==> config.mk <==
export PLATFORM = sky130hd
export DESIGN_NAME = wildcard_byte_pattern_scanner_top
export DESIGN_NICKNAME = d
export VERILOG_FILES = /design/src/rtl/core/wbps_pkg.sv /design/src/rtl/core/wbps_cell.sv /design/src/rtl/core/wbps_tracker.sv /design/src/rtl/core/wildcard_byte_pattern_scanner_top.sv
export SDC_FILE = /design/constraint.sdc
export NUM_CORES = 1
export LEC_CHECK = 0
export ABC_AREA = 1
export CORE_MARGIN = 5
export CORE_UTILIZATION = 50
export CTS_BUF_LIST = sky130_fd_sc_hd__clkbuf_4 sky130_fd_sc_hd__clkbuf_8
export DETAILED_ROUTE_END_ITERATION = 16
export DONT_BUFFER_PORTS = 1
export PLACE_DENSITY = 0.68
export SETUP_SLACK_MARGIN = 0.15
export SYNTH_ARGS = -nofsm -noshare
export SYNTH_HDL_FRONTEND = slang
export SYNTH_SLANG_ARGS = --single-unit
==> constraint.sdc <==
create_clock -name clk -period 2.9 [get_ports clk]
set_input_delay 0.145 -clock clk [delete_from_list [all_inputs] [get_ports clk]]
set_output_delay 0.145 -clock clk [all_outputs]
set_load 0.05 [all_outputs]
==> src/rtl/core/wbps_pkg.sv <==
// ----------------------------------------------------------------------------
// wbps_pkg
// Constants, register codes and shared types of the pattern scanner.
// ----------------------------------------------------------------------------
package wbps_pkg;

  localparam int MAX_PATTERN = 32;
  localparam int OFFSET_BITS = 32;
  localparam int LEN_BITS    = $clog2(MAX_PATTERN + 1);
  localparam int LANE_BITS   = (MAX_PATTERN > 1) ? $clog2(MAX_PATTERN) : 1;

  localparam int CFG_DATA_W  = 64;
  localparam int CFG_IDX_W   = 3;
  localparam int SIZE_W      = 6;
  localparam int CARE_W      = 32;
  localparam int WORDS       = 4;

  localparam int IN_TDATA_W  = 8;
  localparam int OFF_OUT_W   = 32;
  localparam int OUT_TDATA_W = 40;

  typedef enum logic [CFG_IDX_W-1:0] {
    REG_PAT_LO     = 3'd0,
    REG_PAT_MID_LO = 3'd1,
    REG_PAT_MID_HI = 3'd2,
    REG_PAT_HI     = 3'd3,
    REG_CARE       = 3'd4,
    REG_SIZE       = 3'd5
  } cfg_reg_t;

  typedef struct packed {
    logic                 found;
    logic [OFF_OUT_W-1:0] offset;
  } track_res_t;

endpackage

==> src/rtl/core/wbps_cell.sv <==
// ----------------------------------------------------------------------------
// wbps_cell
// One pattern position: compares the byte, holds its prefix-match bit and
// hands it to the next position.
// ----------------------------------------------------------------------------
module wbps_cell import wbps_pkg::*; (
  input  logic       clk,
  input  logic       rst_n,
  input  logic       en,
  input  logic       clr,
  input  logic [7:0] data_byte,
  input  logic [7:0] pat_byte,
  input  logic       care,
  input  logic       prev_bit,
  output logic       bit_nxt,
  output logic       bit_r
);

  logic hit;

  assign hit     = !care || (pat_byte == data_byte);
  assign bit_nxt = prev_bit && hit;

  always_ff @(posedge clk) begin
    if (!rst_n) begin
      bit_r <= 1'b0;
    end else if (en) begin
      bit_r <= clr ? 1'b0 : bit_nxt;
    end
  end

endmodule

==> src/rtl/core/wbps_tracker.sv <==
// ----------------------------------------------------------------------------
// wbps_tracker
// Byte offset counter and first-match capture for the current region.
// ----------------------------------------------------------------------------
module wbps_tracker import wbps_pkg::*; (
  input  logic                   clk,
  input  logic                   rst_n,
  input  logic                   en,
  input  logic                   clr,
  input  logic [MAX_PATTERN-1:0] bits_nxt,
  input  logic [LEN_BITS-1:0]    len,
  output track_res_t             res
);

  logic [OFFSET_BITS-1:0] byte_count_r, byte_count_nxt;
  logic                   match_seen_r, match_seen_nxt;
  logic [OFFSET_BITS-1:0] first_r, first_nxt;
  logic [LANE_BITS-1:0]   sel;
  logic                   complete;
  logic [OFFSET_BITS-1:0] start;

  assign sel = LANE_BITS'(len - LEN_BITS'(1));

  always_comb begin
    if (len == '0) begin
      complete = 1'b1;
      start    = byte_count_r;
    end else begin
      complete = bits_nxt[sel];
      start    = byte_count_r - OFFSET_BITS'(len) + OFFSET_BITS'(1);
    end
    match_seen_nxt = match_seen_r;
    first_nxt      = first_r;
    if (complete && !match_seen_r) begin
      match_seen_nxt = 1'b1;
      first_nxt      = start;
    end
    byte_count_nxt = byte_count_r + OFFSET_BITS'(1);
  end

  assign res.found  = match_seen_nxt;
  assign res.offset = match_seen_nxt ? OFF_OUT_W'(first_nxt) : '0;

  always_ff @(posedge clk) begin
    if (!rst_n) begin
      byte_count_r <= '0;
      match_seen_r <= 1'b0;
      first_r      <= '0;
    end else if (en) begin
      if (clr) begin
        byte_count_r <= '0;
        match_seen_r <= 1'b0;
        first_r      <= '0;
      end else begin
        byte_count_r <= byte_count_nxt;
        match_seen_r <= match_seen_nxt;
        first_r      <= first_nxt;
      end
    end
  end

endmodule

==> src/rtl/core/wildcard_byte_pattern_scanner_top.sv <==
// ----------------------------------------------------------------------------
// wildcard_byte_pattern_scanner_top
// Masked byte signature search over a streamed region, one byte per cycle.
//
//   channel | dir | contents
//   in_     | in  | tdata: data_byte; tlast: region_end
//   out_    | out | tdata: found, match_offset (one per region)
//   cfg_    | in  | we / index / data, pattern, care bits, size
//
// One byte per cycle through the row of compare cells; the prefix bits and
// the offset counter update in that same cycle.
// The region result is registered when its last byte is accepted.
// A waiting result stalls input only while out_tready is low.
// Synchronous active-low reset clears every register except out_res_r.
// ----------------------------------------------------------------------------
module wildcard_byte_pattern_scanner_top import wbps_pkg::*; (
  input  logic                   clk,
  input  logic                   rst_n,
  input  logic                   in_tvalid,
  output logic                   in_tready,
  input  logic [IN_TDATA_W-1:0]  in_tdata,   // [7:0] data_byte
  input  logic                   in_tlast,   // region_end
  output logic                   out_tvalid,
  input  logic                   out_tready,
  output logic [OUT_TDATA_W-1:0] out_tdata,  // [0] found, [32:1] match_offset
  input  logic                   cfg_we,
  input  logic [CFG_IDX_W-1:0]   cfg_index,
  input  logic [CFG_DATA_W-1:0]  cfg_data
);

  logic [WORDS-1:0][CFG_DATA_W-1:0] pat_r;
  logic [CARE_W-1:0]                care_r;
  logic [SIZE_W-1:0]                size_r;
  logic [LEN_BITS-1:0]              len;
  logic                             en;
  logic [MAX_PATTERN-1:0]           bits_nxt;
  logic [MAX_PATTERN-1:0]           bits_r;
  track_res_t                       res;
  logic                             out_valid_r;
  track_res_t                       out_res_r;

  always_ff @(posedge clk) begin
    if (!rst_n) begin
      pat_r  <= '0;
      care_r <= '0;
      size_r <= '0;
    end else if (cfg_we) begin
      case (cfg_reg_t'(cfg_index))
        REG_PAT_LO:     pat_r[0] <= cfg_data;
        REG_PAT_MID_LO: pat_r[1] <= cfg_data;
        REG_PAT_MID_HI: pat_r[2] <= cfg_data;
        REG_PAT_HI:     pat_r[3] <= cfg_data;
        REG_CARE:       care_r   <= cfg_data[CARE_W-1:0];
        REG_SIZE:       size_r   <= cfg_data[SIZE_W-1:0];
        default: begin
        end
      endcase
    end
  end

  assign len = (size_r > SIZE_W'(MAX_PATTERN)) ? LEN_BITS'(MAX_PATTERN) : LEN_BITS'(size_r);

  assign in_tready = !out_valid_r || out_tready;
  assign en        = in_tvalid && in_tready;

  for (genvar k = 0; k < MAX_PATTERN; k++) begin : g_cell
    wbps_cell u_cell (
      .clk       (clk),
      .rst_n     (rst_n),
      .en        (en),
      .clr       (in_tlast),
      .data_byte (in_tdata[7:0]),
      .pat_byte  (pat_r[k/8][(k%8)*8 +: 8]),
      .care      (care_r[k]),
      .prev_bit  ((k == 0) ? 1'b1 : bits_r[(k == 0) ? 0 : k-1]),
      .bit_nxt   (bits_nxt[k]),
      .bit_r     (bits_r[k])
    );
  end

  wbps_tracker u_tracker (
    .clk      (clk),
    .rst_n    (rst_n),
    .en       (en),
    .clr      (in_tlast),
    .bits_nxt (bits_nxt),
    .len      (len),
    .res      (res)
  );

  always_ff @(posedge clk) begin
    if (!rst_n) begin
      out_valid_r <= 1'b0;
    end else if (en && in_tlast) begin
      out_valid_r <= 1'b1;
    end else if (out_tready) begin
      out_valid_r <= 1'b0;
    end
  end

  always_ff @(posedge clk) begin
    if (en && in_tlast) begin
      out_res_r <= res;
    end
  end

  assign out_tvalid = out_valid_r;
  assign out_tdata  = {{(OUT_TDATA_W - OFF_OUT_W - 1){1'b0}}, out_res_r.offset, out_res_r.found};

endmodule

After elaboration in Yosys (flattened, before gate mapping)
Cells that the tools add are included. W data, S select, Z words.

Bits in latches: 0. Memory bits (read-only): 0. Flip-flop bits (word level): 424. Memory bits (writable): 0. Output and inout bits: 42. Input bits: 81. Logic and storage cells: 239. Memories: 0.

Multiply operators: 0. Bitwise gates (word level): 0. $add $sub $neg: 4. Magnitude comparators: 2. Multiplexer cells: 43. Shift-type cells: 0. Equality and inequality tests: 37. Reductions and logical operators: 110. Div/mod/pow operators: 0.

Operators by type and width (number): $eq A8 B8 Y1 (32); $mux W32 (4); $add A32 B1 Y32 const B (2); $mux W1 (37); $logic_and A1 B1 Y1 (34); $logic_not A1 Y1 (34); $logic_or A1 B1 Y1 (33); $sub A32 B6 Y32 (1); $reduce_and A2 Y1 (6); $eq A3 B2 Y1 const B (2); $eq A3 B3 Y1 const B (2); $gt A6 B6 Y1 const B (1); $logic_not A6 Y1 (1); $lt A5 B6 Y1 const B (1); $mux W6 (1); $bmux W1 S5 (1); $sub A5 B1 Y5 const B (1); $eq A3 B1 Y1 const B (1); $logic_not A3 Y1 (1); $reduce_bool A2 Y1 (1).

Logic depth before layout (Yosys ltp)
Word-level depth: 9. Depth in mapped cells: 22. Depth with buffers taken out: 22.

By module
From an unflattened synthesis, not the netlist that was laid out.

Cell total of the unflattened synthesis: 4024. Area total of the unflattened synthesis: 25565.8 um^2.

By module, submodules not included: wildcard_byte_pattern_scanner_top (area each 12859.8 um^2, instances 1, cells an instance 1742, sequential area each 6896.6 um^2); wbps_tracker (area each 6780.3 um^2, instances 1, cells an instance 1194, sequential area each 1301.2 um^2); wbps_cell (area each 185.2 um^2, instances 32, cells an instance 34, sequential area each 20.0 um^2).

Worst setup path before layout
OpenSTA, ideal clock, no wires.

Kind: flip-flop to flip-flop. Start point: register size_r[5]. End point: register out_res_r, in the netlist out_tdata[28], data pin. Library setup time: 257 ps. Data arrival time: 2776 ps. Data required time: 2643 ps. Buffers on the path: 1. Period minus slack after synthesis: 3033 ps. Path slack: -133 ps. Stages on the path, launching flop included: 18. Cells stage by stage: dfxtp_1 inv_2 nand2_2 buf_2 ha_1 ha_1 fa_1 nand3_1 nand3_1 a21oi_1 o21bai_1 nand4_1 nand3_1 or2_2 a22oi_1 nand3_1 nand2_1 nor2_1.

Word-level cells in the longest chain between the ends: 8. Elaborated cells on any way between the ends: 13. Classes of those cells: 3 x add/sub; 1 x order compare; 7 x mux; 2 x reduce/logical.

RTL lines: start, declared (line wildcard_byte_pattern_scanner_top.sv:33) `logic [SIZE_W-1:0] size_r;`; start signal, assigned (line wildcard_byte_pattern_scanner_top.sv:54) `REG_SIZE: size_r <= cfg_data[SIZE_W-1:0];`; $gt A6 B6 Y1 (line wildcard_byte_pattern_scanner_top.sv:61) `assign len = (size_r > SIZE_W'(MAX_PATTERN)) ? LEN_BITS'(MAX_PATTERN) : LEN_BITS'(size_r);`; $mux W6 * (line wildcard_byte_pattern_scanner_top.sv:61); branches (longest 6 deep; another with $sub A32 B6 Y32); end signal, assigned (line wildcard_byte_pattern_scanner_top.sv:103) `out_res_r <= res;`; end, declared (line wildcard_byte_pattern_scanner_top.sv:40) `track_res_t out_res_r;`.

Mark *: on every way between the ends. The select of a mux whose other input is x is not followed. A chain may end at the register's enable or synchronous reset.

Worst setup path after layout
Same ends and word-level chain as after synthesis.

==> impl_metrics.csv <==
group,metric,value,unit
final_layout,final_util,0.6106,
routing,wl_per_cell,18.31,µm
floorplan,ios,123,
timing,hold_ws,22.12,ps
critical_path,critPathLaunch,"size_r[5]",
timing,fin_skew,37.70,ps
cts,clk_latency,680,ps
floorplan,die_x,219.8,µm
synthesis,yosys_warnings,0,
final_layout,fill_cells,3840,
critical_path,cp.required,3310,ps
synthesis,ys_async_sr_fraction,0,
final_layout,drive_gt1_frac,0.1058,
job,maxCapViolCount,0,
grt,grt_util_all_layers,0.2951,
final_layout,layout_commonest_cell,"nor2_1",
grt,grt-ovfl-total,0,
synthesis,synth.avg_cell_area,7.094,µm²
cts,clock_sinks,424,
power_and_ir_drop,p_per_area,537.6,nW/µm²
place,dp_hpwl,44300,µm
floorplan,die_h,219.8,µm
worst_hold_path,min_from,"in_tdata[4]",
synthesis,synthTopCellsByArea,"dfxtp_1 (36%), nor2_1 (11%), nand2_1 (9.5%), o21ai_0 (8.3%), xnor2_1 (8.2%)",
timing,max_clock_freq,348.3,MHz
floorplan,coreArea,43270,µm²
final_layout,fin_nets,3427,
synthesis,yosysSeqAreaShare,0.4009,
final_layout,final_cell_mix,"nor2_1 (609), nand2_1 (549), dfxtp_1 (388), o21ai_0 (354), xnor2_1 (204)",
floorplan,initial_core_util,0.5084,
routing,drt_wl_total,71820,µm
floorplan,die_area,48290,µm²
timing,min_period_over_period,0.9900,
cts,clk_pin_slew_worst_paths,60,ps
routing,drtIter0Drc,1799,
critical_path,reg2reg_from,"size_r[5]",
cts,cts_buffers,74,
worst_hold_path,hold_path_class,"input port to flop",
routing,drc,0,
power_and_ir_drop,leakagePower,11.05,nW
synthesis,ys_seq_elements,424,
timing,grt_setup_unrepaired,"true",
power_and_ir_drop,power,14.20,mW
grt,antenna_found_initial,2,
final_layout,area_growth,20.08,%
floorplan,num_rows,76,
cts,root_buffer,"clkbuf_8",
grt,grt_max_degree,225,
timing,slew_viol_final,0,
critical_path,startpoint_type,"flop",
critical_path,critPathArrivalTime,3280,ps
synthesis,yosys.area.top_type,"dfxtp_1",
synthesis,synth_top_area_share,0.3558,
routing,vias,21400,
synthesis,yosys.cell_types.count,42,
grt,grt_pass1_vias,20760,
synthesis,syn_area,22000,µm²
timing,tightest_slew,987.7,ps
run_status,outcome,"completed",
cts,h-tree-depth,3,
routing,ant_nets,0,
power_and_ir_drop,ir_drop,0.4098,mV
place,io_buffers,0,
place,gp_congestion,0.8742,
critical_path,critical_path.max_fanout,3,
cts,cts_tree,"built",
critical_path,end_kind,"flop",
timing,hold_viol_final,0,
timing,max_slew_margin,0.3415,
grt,grt_pass1_wl,113300,µm
synthesis,synthCells,3101,
cts,cts_buffer_depth,3,
critical_path,crit_type,"flop to flop",
timing,fin_crit,2871,ps
synthesis,synth_edf_count,33,
routing,via_per_inst,5.454,
synthesis,synthFlopType,"dfxtp_1",
timing,setup-violations-final,0,
routing,dr.pass1.iters,6,
==> timing repair <==
item,4_1_cts,5_1_grt
hold buffers,172,0
resized for setup,44,41
hold endpoints to repair,368,0
endpoints found under the setup margin,44,71
pin swaps,25,18
buffers inserted,6,1
==> logic make-up (layout without fill, tap and decap cells) <==
kind of cell             count (synthesis)  after routing  synth area share
AO/OA/AOI/OAI                          583            583            0.1358
XOR/XNOR                               216            216           0.08600
adder cells (fa/ha/maj)                 63             63           0.03617
buffers and inverters                  386            614           0.07747
flip-flops                             424            424            0.4009
other                                    1             10         0.0001705
AND/OR/NAND/NOR                       1428           1428            0.2635
==> registers in the layout, indices dropped and copies added (netlist names) <==
register and cells:
pat_r 256, out_tdata 33, care_r 32, u_tracker.byte_count_r 32, u_tracker.first_r 32, g_cell.u_cell.bit_r 31
size_r 6, out_tvalid 1, u_tracker.match_seen_r 1
==> cell usage after synthesis (2+ instances only) <==
| library cell | instances |
|---|---|
| o211ai_1 | 2 |
| a211oi_1 | 3 |
| o221ai_1 | 2 |
| nand2_1 | 554 |
| buf_2 | 15 |
| inv_1 | 192 |
| nand3_1 | 172 |
| o21bai_1 | 7 |
| clkbuf_1 | 116 |
| or2_2 | 4 |
| nor4_1 | 5 |
| dfxtp_1 | 391 |
| a21o_1 | 8 |
| inv_2 | 14 |
| or2_1 | 7 |
| nand2_2 | 9 |
| nor2_2 | 6 |
| nand4_1 | 33 |
| nor3_1 | 12 |
| clkinv_1 | 2 |
| buf_6 | 24 |
| buf_1 | 8 |
| nor2_1 | 619 |
| a21oi_1 | 187 |
| o21ai_0 | 365 |
| buf_4 | 15 |
| xor2_1 | 10 |
| a31oi_1 | 5 |
| nand2_4 | 3 |
| ha_1 | 62 |
| xnor2_1 | 206 |
| edfxtp_1 | 33 |
==> cell type report <==
class	count	area [µm²]	area share
Clock inverter	12	75.07	0.002842
Tap cell	585	732.0	0.02771
Antenna cell	3	7.507	0.0002842
Multi-Input combinational cell	2297	11920	0.4511
Sequential cell	424	8825	0.3341
Clock buffer	116	1440	0.05452
Inverter	208	783.3	0.02965
Timing Repair Buffer	278	2636	0.09980
==> final timing paths <==
kind | slack, ps | end | cells past startpoint
hold / removal | 20 | g_cell[19].u_cell.bit_r | 7
setup reg to reg | 30 | out_tdata[28] | 17
setup / recovery | 30 | out_tdata[28] | 17
hold reg to reg | 460 | u_tracker.first_r[0] | 2
==> report_power, final <==
group | leakage [nW] | switching (mW) | internal, mW
sequential | 3.49 | 0.296 | 6.17
combinational | 6.74 | 1.23 | 0.805
clock | 0.816 | 2.54 | 3.15
==> per-stage QoR <==
| step | worst slack [ps] | cells | TNS [ps] | area (µm²) |
|---|---|---|---|---|
| after floorplan | 91.62 | 3107 | 0 | 22080 |
| after global placement | -127.2 | 3613 | -324.0 | 22730 |
| after detailed placement | -139.0 | 3613 | -957.7 | 22730 |
| after CTS | 58.93 | 3919 | 0 | 26250 |
| after global routing | -137.8 | 3922 | -1044 | 26410 |
| final | 29.14 | 3923 | 0 | 26420 |
==> layer usage <==
layer  track usage  routed length [µm]  vias up
li1              -                   -    10340
met1        0.3823               29920    10030
met2        0.4868               33270      836
met3       0.05275                5705      194
met4        0.1238                2928        0
met5             0                   0        -
==> worst max-delay path: stages, from the launching register on <==
cell and delay (ps):
dfxtp_4 380, nor2_4 50, ha_4 250, inv_2 30
ha_4 150, fa_2 350, nand3_2 70, nand3_2 100
buf_6 150, a21oi_4 210, o21bai_2 100, nand4_1 70
nand3_1 100, or2_4 260, a22oi_2 120, nand3_1 110
nand2_1 80, nor2_1 40
(Power assumes the default switching activity.)
